## src/rtl/core/ptsf_pkg.sv

```systemverilog
package ptsf_pkg;

  // Angles are binary angles: 2^ANGLE_BITS units per turn.
  localparam int unsigned ANGLE_BITS  = 16;
  localparam int unsigned TIME_W      = 16;
  localparam int unsigned VEL_W       = 32;
  // Signed product of a velocity-wide operand and an unsigned time or speed.
  localparam int unsigned PROD_W      = VEL_W + TIME_W + 1;
  // Wide enough for velocity minus both spring terms without overflow.
  localparam int unsigned SUM_W       = 48;
  localparam int unsigned DIV_W       = 52;
  localparam int unsigned PTSF_DIV_STEP_BITS = 4;

  localparam int unsigned CFG_ADDR_W  = 2;
  localparam int unsigned CFG_DATA_W  = 16;
  localparam int unsigned IN_TDATA_W  = 5 * 16;
  localparam int unsigned OUT_TDATA_W = 2 * 16;

  localparam logic [TIME_W-1:0] T_FLOOR = 16'd66;

  localparam logic [15:0]                  ROT_SPEED_RST  = 16'd256;
  localparam logic [TIME_W-1:0]            TIME_CONST_RST = 16'd6554;
  localparam logic signed [ANGLE_BITS-1:0] PITCH_MIN_RST  = -16'sd16384;
  localparam logic signed [ANGLE_BITS-1:0] PITCH_MAX_RST  = 16'sd16384;

  localparam logic signed [SUM_W-1:0] VEL_MAX =
    {{(SUM_W-VEL_W+1){1'b0}}, {(VEL_W-1){1'b1}}};
  localparam logic signed [SUM_W-1:0] VEL_MIN =
    {{(SUM_W-VEL_W+1){1'b1}}, {(VEL_W-1){1'b0}}};

  typedef enum logic [CFG_ADDR_W-1:0] {
    CFG_ROT_SPEED  = 2'd0,
    CFG_TIME_CONST = 2'd1,
    CFG_PITCH_MIN  = 2'd2,
    CFG_PITCH_MAX  = 2'd3
  } ptsf_cfg_reg_e;

  typedef enum logic [3:0] {
    ST_IDLE,
    ST_TGT_X,
    ST_TGT_Y,
    ST_TGT_P,
    ST_ERR,
    ST_S1_GO,
    ST_S1_WAIT,
    ST_K_WAIT,
    ST_C_GO,
    ST_C_WAIT,
    ST_MOVE,
    ST_NEXT
  } ptsf_state_e;

  typedef struct packed {
    logic busy;
    logic done;
  } ptsf_div_stat_t;

endpackage

```

## src/rtl/core/pan_tilt_spring_follower_core.sv

```systemverilog
// Channel      Direction  Handshake                      Payload
// s_axis       in         s_axis_tvalid / s_axis_tready  mouse deltas, step time, angles
// m_axis       out        m_axis_tvalid / m_axis_tready  next yaw and pitch
// cfg          in         cfg_we_i (no ready)            register index and value
//
// An accepted request has its result loaded into the output register as the sequencer returns
// to idle, and only then is the input ready again, so one request is in flight at a time. The
// target moves first, then each axis runs three 52-bit divisions through the shared divider
// (four quotient bits per cycle) and three multiplies on the shared 32x17 multiplier. A full
// output register holds the sequencer in its last step. Reset restores the register defaults
// and clears targets and velocities.
module pan_tilt_spring_follower_core import ptsf_pkg::*; #(
  parameter int unsigned DivStepBits = PTSF_DIV_STEP_BITS
) (
  input  logic                   clk_i,
  input  logic                   rst_ni,
  // mouse_x [15:0], mouse_y [31:16], delta_time [47:32],
  // current_yaw [63:48], current_pitch [79:64]
  input  logic                   s_axis_tvalid,
  output logic                   s_axis_tready,
  input  logic [IN_TDATA_W-1:0]  s_axis_tdata,
  // next_yaw [15:0], next_pitch [31:16]
  output logic                   m_axis_tvalid,
  input  logic                   m_axis_tready,
  output logic [OUT_TDATA_W-1:0] m_axis_tdata,
  input  logic                   cfg_we_i,
  input  logic [CFG_ADDR_W-1:0]  cfg_addr_i,
  input  logic [CFG_DATA_W-1:0]  cfg_wdata_i
);

  typedef logic signed [ANGLE_BITS-1:0] angle_t;
  typedef logic signed [ANGLE_BITS+1:0] wide_angle_t;

  function automatic angle_t clamp_pitch(input wide_angle_t x, input angle_t lo,
                                         input angle_t hi);
    wide_angle_t lo_x, hi_x;
    lo_x = {{2{lo[ANGLE_BITS-1]}}, lo};
    hi_x = {{2{hi[ANGLE_BITS-1]}}, hi};
    if (x < lo_x) begin
      return lo;
    end else if (x < hi_x) begin
      return x[ANGLE_BITS-1:0];
    end else begin
      return hi;
    end
  endfunction

  ptsf_state_e state_q, state_d;

  logic                     axis_q, axis_d;
  logic                     seeded_q, seeded_d;
  angle_t                   tgt_y_q, tgt_y_d, tgt_p_q, tgt_p_d;
  logic signed [VEL_W-1:0]  vel_y_q, vel_y_d, vel_p_q, vel_p_d;
  logic [15:0]              rot_q;
  logic [TIME_W-1:0]        tc_q;
  angle_t                   pmin_q, pmax_q;

  logic                     in_ld;
  logic signed [15:0]       mx_q, my_q;
  logic [TIME_W-1:0]        dt_q;
  angle_t                   cy_q, cp_q;

  logic                     prod_en;
  logic signed [VEL_W-1:0]  mul_a;
  logic [TIME_W-1:0]        mul_b;
  logic signed [TIME_W:0]   mul_bx;
  logic signed [PROD_W-1:0] prod_full, prod_q;
  logic [PROD_W-1:0]        prod_mag;

  logic                     neg_q, neg_d;
  logic signed [SUM_W-1:0]  kterm_q, kterm_d;
  angle_t                   ny_q, ny_d;

  logic                     out_valid_q, out_valid_d;
  angle_t                   out_y_q, out_y_d, out_p_q, out_p_d;
  logic                     out_free;

  logic                     div_start;
  logic [DIV_W-1:0]         div_dividend;
  logic [TIME_W-1:0]        t_eff;
  ptsf_div_stat_t           div_stat;
  logic [DIV_W-1:0]         div_quo;

  angle_t                   cur_axis, tgt_axis, err, nxt, base_y, base_p;
  logic signed [VEL_W-1:0]  vel_axis;
  logic signed [SUM_W-1:0]  quo_s, vel_sum, vel_sat;
  wide_angle_t              sum_p;

  assign t_eff = (tc_q < T_FLOOR) ? T_FLOOR : tc_q;

  ptsf_div #(
    .DivW     (DIV_W),
    .DenW     (TIME_W),
    .StepBits (DivStepBits)
  ) u_div (
    .clk_i      (clk_i),
    .rst_ni     (rst_ni),
    .start_i    (div_start),
    .dividend_i (div_dividend),
    .divisor_i  (t_eff),
    .stat_o     (div_stat),
    .quotient_o (div_quo)
  );

  assign cur_axis = axis_q ? cp_q : cy_q;
  assign tgt_axis = axis_q ? tgt_p_q : tgt_y_q;
  assign vel_axis = axis_q ? vel_p_q : vel_y_q;
  assign err      = cur_axis - tgt_axis;
  // The low angle bits of the velocity step, floor-shifted by 24.
  assign nxt      = cur_axis + prod_q[ANGLE_BITS+23:24];

  assign base_y = seeded_q ? tgt_y_q : cy_q;
  assign base_p = seeded_q ? tgt_p_q : cp_q;
  assign sum_p  = {{2{base_p[ANGLE_BITS-1]}}, base_p}
                + {prod_q[32], prod_q[32:16]};

  assign mul_bx    = {1'b0, mul_b};
  assign prod_full = mul_a * mul_bx;
  assign prod_mag  = prod_q[PROD_W-1] ? (~prod_q + 1'b1) : prod_q;

  assign quo_s   = neg_q ? (~div_quo[SUM_W-1:0] + 1'b1) : div_quo[SUM_W-1:0];
  assign vel_sum = {{(SUM_W-VEL_W){vel_axis[VEL_W-1]}}, vel_axis} - kterm_q - quo_s;
  assign vel_sat = (vel_sum > VEL_MAX) ? VEL_MAX :
                   (vel_sum < VEL_MIN) ? VEL_MIN : vel_sum;

  assign out_free = !out_valid_q || m_axis_tready;

  always_comb begin
    state_d      = state_q;
    axis_d       = axis_q;
    seeded_d     = seeded_q;
    tgt_y_d      = tgt_y_q;
    tgt_p_d      = tgt_p_q;
    vel_y_d      = vel_y_q;
    vel_p_d      = vel_p_q;
    neg_d        = neg_q;
    kterm_d      = kterm_q;
    ny_d         = ny_q;
    out_valid_d  = out_valid_q && !m_axis_tready;
    out_y_d      = out_y_q;
    out_p_d      = out_p_q;
    in_ld        = 1'b0;
    prod_en      = 1'b0;
    mul_a        = vel_axis;
    mul_b        = dt_q;
    div_start    = 1'b0;
    div_dividend = {prod_mag[43:0], 8'b0};
    s_axis_tready = (state_q == ST_IDLE);

    case (state_q)
      ST_IDLE: begin
        if (s_axis_tvalid) begin
          in_ld   = 1'b1;
          state_d = ST_TGT_X;
        end
      end
      ST_TGT_X: begin
        mul_a   = VEL_W'(mx_q);
        mul_b   = rot_q;
        prod_en = 1'b1;
        state_d = ST_TGT_Y;
      end
      ST_TGT_Y: begin
        tgt_y_d = base_y + prod_q[31:16];
        mul_a   = VEL_W'(my_q);
        mul_b   = rot_q;
        prod_en = 1'b1;
        state_d = ST_TGT_P;
      end
      ST_TGT_P: begin
        tgt_p_d  = clamp_pitch(sum_p, pmin_q, pmax_q);
        seeded_d = 1'b1;
        axis_d   = 1'b0;
        state_d  = ST_ERR;
      end
      ST_ERR: begin
        mul_a   = VEL_W'(err);
        prod_en = 1'b1;
        state_d = ST_S1_GO;
      end
      ST_S1_GO: begin
        // Spring term numerator: err * dt * 256.
        neg_d        = prod_q[PROD_W-1];
        div_dividend = {prod_mag[43:0], 8'b0};
        div_start    = 1'b1;
        state_d      = ST_S1_WAIT;
      end
      ST_S1_WAIT: begin
        // The truncated first quotient is divided again after scaling by
        // 2^16; its sign carries through unchanged.
        if (div_stat.done) begin
          div_dividend = {div_quo[35:0], 16'b0};
          div_start    = 1'b1;
          state_d      = ST_K_WAIT;
        end
      end
      ST_K_WAIT: begin
        if (div_stat.done) begin
          kterm_d = quo_s;
          prod_en = 1'b1;
          state_d = ST_C_GO;
        end
      end
      ST_C_GO: begin
        // Damping numerator: vel * 2 * dt.
        neg_d        = prod_q[PROD_W-1];
        div_dividend = {2'b0, prod_mag, 1'b0};
        div_start    = 1'b1;
        state_d      = ST_C_WAIT;
      end
      ST_C_WAIT: begin
        if (div_stat.done) begin
          if (axis_q) begin
            vel_p_d = vel_sat[VEL_W-1:0];
          end else begin
            vel_y_d = vel_sat[VEL_W-1:0];
          end
          state_d = ST_MOVE;
        end
      end
      ST_MOVE: begin
        prod_en = 1'b1;
        state_d = ST_NEXT;
      end
      ST_NEXT: begin
        if (!axis_q) begin
          ny_d    = nxt;
          axis_d  = 1'b1;
          state_d = ST_ERR;
        end else if (out_free) begin
          out_valid_d = 1'b1;
          out_y_d     = ny_q;
          out_p_d     = clamp_pitch({{2{nxt[ANGLE_BITS-1]}}, nxt}, pmin_q, pmax_q);
          state_d     = ST_IDLE;
        end
      end
      default: begin
        state_d = ST_IDLE;
      end
    endcase
  end

  always_ff @(posedge clk_i or negedge rst_ni) begin
    if (!rst_ni) begin
      state_q     <= ST_IDLE;
      axis_q      <= 1'b0;
      seeded_q    <= 1'b0;
      tgt_y_q     <= '0;
      tgt_p_q     <= '0;
      vel_y_q     <= '0;
      vel_p_q     <= '0;
      out_valid_q <= 1'b0;
    end else begin
      state_q     <= state_d;
      axis_q      <= axis_d;
      seeded_q    <= seeded_d;
      tgt_y_q     <= tgt_y_d;
      tgt_p_q     <= tgt_p_d;
      vel_y_q     <= vel_y_d;
      vel_p_q     <= vel_p_d;
      out_valid_q <= out_valid_d;
    end
  end

  always_ff @(posedge clk_i or negedge rst_ni) begin
    if (!rst_ni) begin
      rot_q  <= ROT_SPEED_RST;
      tc_q   <= TIME_CONST_RST;
      pmin_q <= PITCH_MIN_RST;
      pmax_q <= PITCH_MAX_RST;
    end else if (cfg_we_i) begin
      case (ptsf_cfg_reg_e'(cfg_addr_i))
        CFG_ROT_SPEED:  rot_q  <= cfg_wdata_i;
        CFG_TIME_CONST: tc_q   <= cfg_wdata_i;
        CFG_PITCH_MIN:  pmin_q <= cfg_wdata_i;
        CFG_PITCH_MAX:  pmax_q <= cfg_wdata_i;
        default: begin
        end
      endcase
    end
  end

  always_ff @(posedge clk_i) begin
    if (in_ld) begin
      mx_q <= s_axis_tdata[15:0];
      my_q <= s_axis_tdata[31:16];
      dt_q <= s_axis_tdata[47:32];
      cy_q <= s_axis_tdata[63:48];
      cp_q <= s_axis_tdata[79:64];
    end
    if (prod_en) begin
      prod_q <= prod_full;
    end
    neg_q   <= neg_d;
    kterm_q <= kterm_d;
    ny_q    <= ny_d;
    out_y_q <= out_y_d;
    out_p_q <= out_p_d;
  end

  assign m_axis_tvalid = out_valid_q;
  assign m_axis_tdata  = {out_p_q, out_y_q};

  // The sequencer only starts the divider once the previous quotient is out.
  a_div_start_idle: assert property (@(posedge clk_i) disable iff (!rst_ni)
    div_start |-> !div_stat.busy)
    else $error("divider restarted while busy");

  // The spring never runs on a target that was not seeded.
  a_seeded_before_spring: assert property (@(posedge clk_i) disable iff (!rst_ni)
    (state_q == ST_ERR) |-> seeded_q)
    else $error("spring step with unseeded target");

  // A result appears only from the final pitch step.
  a_result_from_pitch: assert property (@(posedge clk_i) disable iff (!rst_ni)
    $rose(out_valid_q) |-> $past(state_q == ST_NEXT && axis_q))
    else $error("result loaded outside the final step");

  // No request is taken while a division is still running.
  a_no_accept_busy: assert property (@(posedge clk_i) disable iff (!rst_ni)
    (s_axis_tvalid && s_axis_tready) |-> !div_stat.busy)
    else $error("request accepted during a division");

endmodule

```

## src/rtl/core/ptsf_div.sv

```systemverilog
module ptsf_div import ptsf_pkg::*; #(
  parameter int unsigned DivW     = DIV_W,
  parameter int unsigned DenW     = TIME_W,
  parameter int unsigned StepBits = PTSF_DIV_STEP_BITS
) (
  input  logic                clk_i,
  input  logic                rst_ni,
  input  logic                start_i,
  input  logic [DivW-1:0]     dividend_i,
  input  logic [DenW-1:0]     divisor_i,
  output ptsf_div_stat_t      stat_o,
  output logic [DivW-1:0]     quotient_o
);

  localparam int unsigned Steps = DivW / StepBits;
  localparam int unsigned CntW  = $clog2(Steps + 1);

  logic            busy_q, busy_d;
  logic            done_q, done_d;
  logic [CntW-1:0] cnt_q, cnt_d;
  logic [DenW:0]   rem_q, rem_n;
  logic [DivW-1:0] quo_q, quo_n;
  logic [DenW-1:0] den_q;

  // Restoring division, StepBits quotient bits per cycle. The dividend is
  // shifted out of the top of quo_q while quotient bits enter at the bottom.
  always_comb begin
    logic [DenW:0]   r_v;
    logic [DivW-1:0] q_v;
    r_v = rem_q;
    q_v = quo_q;
    for (int i = 0; i < StepBits; i++) begin
      r_v = {r_v[DenW-1:0], q_v[DivW-1]};
      q_v = {q_v[DivW-2:0], 1'b0};
      if (r_v >= {1'b0, den_q}) begin
        r_v    = r_v - {1'b0, den_q};
        q_v[0] = 1'b1;
      end
    end
    rem_n = r_v;
    quo_n = q_v;
  end

  always_comb begin
    busy_d = busy_q;
    done_d = 1'b0;
    cnt_d  = cnt_q;
    if (start_i) begin
      busy_d = 1'b1;
      cnt_d  = CntW'(Steps);
    end else if (busy_q) begin
      cnt_d = cnt_q - 1'b1;
      if (cnt_q == CntW'(1)) begin
        busy_d = 1'b0;
        done_d = 1'b1;
      end
    end
  end

  always_ff @(posedge clk_i or negedge rst_ni) begin
    if (!rst_ni) begin
      busy_q <= 1'b0;
      done_q <= 1'b0;
      cnt_q  <= '0;
    end else begin
      busy_q <= busy_d;
      done_q <= done_d;
      cnt_q  <= cnt_d;
    end
  end

  always_ff @(posedge clk_i) begin
    if (start_i) begin
      rem_q <= '0;
      quo_q <= dividend_i;
      den_q <= divisor_i;
    end else if (busy_q) begin
      rem_q <= rem_n;
      quo_q <= quo_n;
    end
  end

  assign stat_o.busy = busy_q;
  assign stat_o.done = done_q;
  assign quotient_o  = quo_q;

endmodule

```

## config.mk

```make
export PLATFORM = sky130hd
export DESIGN_NAME = pan_tilt_spring_follower_core
export DESIGN_NICKNAME = d
export VERILOG_FILES = /design/src/rtl/core/ptsf_pkg.sv /design/src/rtl/core/pan_tilt_spring_follower_core.sv /design/src/rtl/core/ptsf_div.sv
export SDC_FILE = /design/constraint.sdc
export NUM_CORES = 2
export LEC_CHECK = 0
export BUFFER_PORTS_ARGS = -buffer_cell sky130_fd_sc_hd__buf_2
export CORE_MARGIN = 10
export CORE_UTILIZATION = 35
export CTS_BUF_LIST = sky130_fd_sc_hd__clkbuf_4 sky130_fd_sc_hd__clkbuf_8
export DETAILED_ROUTE_END_ITERATION = 7
export PLACE_DENSITY = 0.52
export RECOVER_POWER = 50
export SLEW_MARGIN = 15
export SYNTH_ARGS = -nofsm -noshare
export SYNTH_HDL_FRONTEND = slang
export SYNTH_HIERARCHICAL = 1
export SYNTH_SLANG_ARGS = --single-unit
```

## constraint.sdc

```tcl
create_clock -name clk_i -period 24.8 [get_ports clk_i]
set_clock_uncertainty 0.05 [all_clocks]
set_input_delay 1.24 -clock clk_i [delete_from_list [all_inputs] [get_ports clk_i]]
set_output_delay 1.24 -clock clk_i [all_outputs]
set_load 0.02 [all_outputs]
```

Word-level counts from Yosys, hierarchy flattened
Index checks and enable logic that the tools add are counted.
- bits of input ports: 103
- register bits after elaboration: 483
- logic and storage cells: 149
- output and inout port bits: 34
- muxes and demuxes: 51
- multipliers: 1
- reductions and logical operators: 21
- $lt $le $gt $ge: 11
- equality and inequality tests: 20
- add/sub/neg operators: 13
- bitwise operators: 3
- operators by type and width (operator ; count):
    $mux W16 ; 13
    $mux W52 ; 3
    $pmux W52 S2 ; 1
    $mux W32 ; 3
    $pmux W32 S3 ; 1
    $sub A48 B48 Y48 ; 2
    $sub A16 B16 Y16 ; 5
    $ge A17 B16 Y1 ; 4
    $add A49 B1 Y49 const B ; 1
    $mul A32 B17 Y49 ; 1
    $mux W49 ; 1
    $not A49 Y49 ; 1
    $add A48 B1 Y48 const B ; 1
    $gt A48 B32 Y1 const B ; 1
    $lt A48 B32 Y1 const B ; 1
    $mux W48 ; 1
    $not A48 Y48 ; 1
    $pmux W4 S12 ; 1
    $lt A18 B16 Y1 ; 2
    $add A16 B16 Y16 ; 2
    $lt A16 B16 Y1 ; 2
    $mux W4 ; 8
    $add A16 B17 Y18 ; 1
    $eq A4 B3 Y1 const B ; 4
    24 further kinds ; 59

Depth between registers and ports, before layout
- depth in word-level cells: 10
- depth in mapped cells: 46
- gate-level depth less buffers: 42

Modules after synthesis
The synthesis kept the hierarchy.
- modules (own cells, without submodules) (module ; sequential area each (um2) ; area an instance (um2) ; cells each ; times used):
    pan_tilt_spring_follower_core ; 10979.3 ; 44885.5 ; 4735 ; 1
    ptsf_div ; 2512.4 ; 7225.7 ; 707 ; 1

Least setup slack after synthesis
Ideal clock, no wire load.
- path kind: register -> register
- start: register axis_q
- end: register prod_q[48], data pin
- library setup time: 265 ps
- required time: 24485 ps
- buffers on the path: 5
- stages on the path, launching flop included: 42
- clock period less this slack: 10996 ps
- setup slack: 13804 ps
- data arrival time: 10681 ps
- path through: dfrtp_1 > buf_2 > buf_1 > clkbuf_1 > clkbuf_1 > buf_1 > mux2_2 > ha_1 > fa_1 > nor2b_1 > o21ai_0 > a21oi_1 > o21ai_0 > a21boi_0 > o21ai_0 > a21oi_1 > o311ai_0 > nor3b_1 > [6 not listed] > inv_1 > fa_1 > fa_1 > inv_1 > fa_1 > inv_1 > ha_1 > nand4_1 > nor2_1 > a221oi_1 > o21a_1 > nor2_1 > a2111oi_0 > o41ai_1 > a211oi_1 > a211oi_1 > a221oi_1 > xnor2_1
- longest elaborated chain between the ends: 4
- elaborated cells on any way between the ends: 6
- those cells by class: add/sub: 1; mul: 1; mux: 4
- RTL lines (what ; line ; RTL):
    start: declaration ; pan_tilt_spring_follower_core.sv:50 ; logic axis_q, axis_d;
    start signal: assignment ; pan_tilt_spring_follower_core.sv:255 ; axis_q <= axis_d;
    $mux W16 (on tied branches) ; pan_tilt_spring_follower_core.sv:105, pan_tilt_spring_follower_core.sv:106 ;
    $sub A16 B16 Y16 ; pan_tilt_spring_follower_core.sv:108 ; assign err = cur_axis - tgt_axis;
    $pmux W32 S3 (*) ; pan_tilt_spring_follower_core.sv:150 ; case (state_q)
    $mul A32 B17 Y49 (*) ; pan_tilt_spring_follower_core.sv:118 ; assign prod_full = mul_a * mul_bx;
    via prod_full[48] ; pan_tilt_spring_follower_core.sv:67 ; logic signed [PROD_W-1:0] prod_full, prod_q;
    end signal: assignment ; pan_tilt_spring_follower_core.sv:292 ; prod_q <= prod_full;
    end: declaration ; pan_tilt_spring_follower_core.sv:67 ;
The timed path passes the listed nets; every way through them passes the cells marked *.
A chain may end at the register's enable or synchronous reset.

Final worst setup path
Same ends and word-level chain as after synthesis.

==> results.py <==
metrics = {
    "sta": {
        "fin_ws_ns": 12.25,
        "rsz0062_at_grt": "no",
        "max_freq_ghz": 0.0797,
        "finalSetupViolations": 0,
        "min_period_ns": 12.55,
        "finalCritPeriodShare_pct": 50.6,
        "finalMaxSlewViolations": 526,
        "setup_tns_ns": 0,
        "worstMarginPinSlew_ns": 4.32,
        "hold_viol": 0,
        "slew_headroom_pct": -188,
    },
    "synth": {
        "synth_area_sq_um": 52100,
        "netlist_instances": 5441,
        "syn-num-nets": 6447,
        "synth_area_per_cell_sq_um": 9.58,
        "yosysWarnings": 6,
    },
    "layout": {
        "drive_gt1_share_pct": 11.2,
        "final_net_count": 6568,
        "area_growth_pct": 9.92,
        "fillers": 14800,
    },
    "status": {
        "outcome": "finished, violations left",
        "failed_checks": "max-capacitance violations, max-slew violations",
    },
    "global_routing": {
        "grt_overflow_total": 0,
        "antenna_found_initial": 8,
        "grtUsageTotal_pct": 21.6,
        "grt_pass1_vias": 41800,
        "grt_max_degree": 69,
        "grt_pass1_wl_mm": 270,
    },
    "drt": {
        "route.met3.wl_mm": 11.8,
        "vias_per_cell": 5.43,
        "wl_met2_mm": 82.7,
        "drt_iter0_drc": 3519,
        "dr.pass1.iters": 6,
        "wl_per_cell_microns": 23.7,
        "drcViolationCount": 0,
        "vias": 41100,
        "antenna_left": 0,
        "top_layer_used": "met5",
        "wl_met1_mm": 80.3,
        "wirelength_mm": 180,
    },
    "critical_path": {
        "endpoint_kind": "register",
        "startpoint_type": "register",
        "slowest_stage": "dfrtp_1",
        "crit_arrival_ns": 13.00,
        "crit_type": "reg2reg",
        "cp.required_ns": 25.25,
        "cpMostUsedCell": "fa_1",
        "critical_path.max_fanout": 44,
        "worst_path_largest_cell_delay_ns": 1.84,
        "path_delay_family": "compound AO/OA/AOI/OAI gates",
        "crit_buf_inv": 3,
    },
    "floorplanning": {
        "die_h_microns": 406,
        "core_area_sq_um": 148000,
        "pin_count": 137,
        "die_area_sq_um": 165000,
        "die_width_microns": 406,
        "start_util_pct": 35.2,
        "rows": 141,
    },
    "cts": {
        "htreeDepth": 3,
        "cts_tree": "built",
        "cts_setup_buffers": 0,
        "cts_inserted_buffers": 92,
        "hold_buffers": 0,
        "clk_latency_ns": 0.81,
        "ctsResizeCount": 0,
        "clk_path_buf_depth": 3,
        "cts-root-buf": "clkbuf_8",
        "cts.clk_slew.worst_paths_ns": 0.06,
        "cts.sinks": 483,
    },
    "placed_design": {
        "portBuffers": 136,
        "gp_congestion": 0.927,
        "place_ws_ns": 13.08,
        "dp.final_hpwl_mm": 145,
    },
    "flow_run": {
        "maxCapViolations": 13,
    },
    "worst_hold_path": {
        "holdCritPathClass": "reg2reg",
    },
}
-- registers in the layout, indices dropped and copies added (netlist names), 32 cells and up --
signal / flops
u_div/quotient_o: 52
prod_q: 49
kterm_q: 48
vel_p_q: 32
vel_y_q: 32
-- per-layer routing --
layer  global-route usage, %  up-vias
met2                    35.0     1329
met1                    29.8    20800
met5                       0        -
li1                        -    18800
met4                    5.56        2
met3                    3.73      223
-- area by class of cell --
cell class / instances / area (sq um) / area share, %
antenna: 6 / 15.0 / 0.0262
clock buffer: 146 / 1750 / 3.05
clock inverter: 28 / 315 / 0.551
inverter: 804 / 3020 / 5.27
multi-input combinational: 3946 / 34900 / 61.0
sequential: 483 / 13500 / 23.6
tap: 1930 / 2410 / 4.22
timing repair buffer: 235 / 1320 / 2.31
-- worst reg2reg max path: cells and delay by family (launching register included) --
| kind | cells | cell delay (ns) |
|---|---|---|
| flops | 1 | 1.84 |
| fa+ha+maj | 9 | 4.34 |
| mux | 1 | 0.46 |
| simple gates | 3 | 0.47 |
| compound gates | 17 | 4.71 |
| buf+inv | 3 | 0.20 |
| xor+xnor | 1 | 0.17 |
-- path summary, 6_finish.rpt --
| path | startpoint | end | slack, ns | cells after the start |
|---|---|---|---|---|
| min reg2reg | ny_q[2] | out_y_q[2] | 0.37 | 0 |
| min in group asynchronous | rst_ni | pmax_q[13] | 1.94 | 1 |
| max in group asynchronous | rst_ni | vel_y_q[6] | 18.20 | 3 |
| min | ny_q[2] | out_y_q[2] | 0.37 | 0 |
| max | axis_q | prod_q[48] | 12.25 | 34 |
| max reg2reg | axis_q | prod_q[48] | 12.25 | 34 |
-- layout by cell type (no fill, tap or decap), types with 23 or more instances in the layout --
| cell | count |
|---|---|
| inv_1 | 804 |
| fa_1 | 544 |
| nand2_1 | 542 |
| nor2_1 | 393 |
| ha_1 | 359 |
| edfxtp_1 | 294 |
| a21oi_1 | 229 |
| o21ai_0 | 193 |
| mux2_2 | 185 |
| xnor2_1 | 178 |
| dfrtp_1 | 162 |
| a21o_1 | 114 |
| mux2i_1 | 114 |
| clkbuf_8 | 104 |
| xor2_1 | 93 |
| buf_2 | 89 |
| buf_4 | 88 |
| nor3_1 | 81 |
| nand3_1 | 78 |
| a221o_1 | 65 |
| clkbuf_1 | 58 |
| and3_1 | 55 |
| a211oi_1 | 53 |
| nand2b_1 | 49 |
| o31ai_1 | 49 |
| clkbuf_4 | 42 |
| nor2b_1 | 38 |
| o21bai_1 | 37 |
| nand4_1 | 37 |
| or3_1 | 31 |
| o21a_1 | 26 |
| o221ai_1 | 24 |
| or2_2 | 23 |
-- through the flow --
| stage | hold WS (ns) | instances | instance area [sq um] | utilization (%) |
|---|---|---|---|---|
| after detailed placement | 0.355 | 7398 | 55300 | 37.4 |
| after global routing | 0.376 | 7575 | 57300 | 38.7 |
| after global placement | 0.354 | 7398 | 55300 | 37.4 |
| after CTS | 0.370 | 7572 | 57400 | 38.8 |
| final | 0.369 | 7578 | 57300 | 38.7 |
| after floorplan | 0.350 | 5441 | 52100 | - |
Power is left out: the tool's default activity adds up to more than one toggle a clock period on the data nets, which glitch-free logic cannot reach.
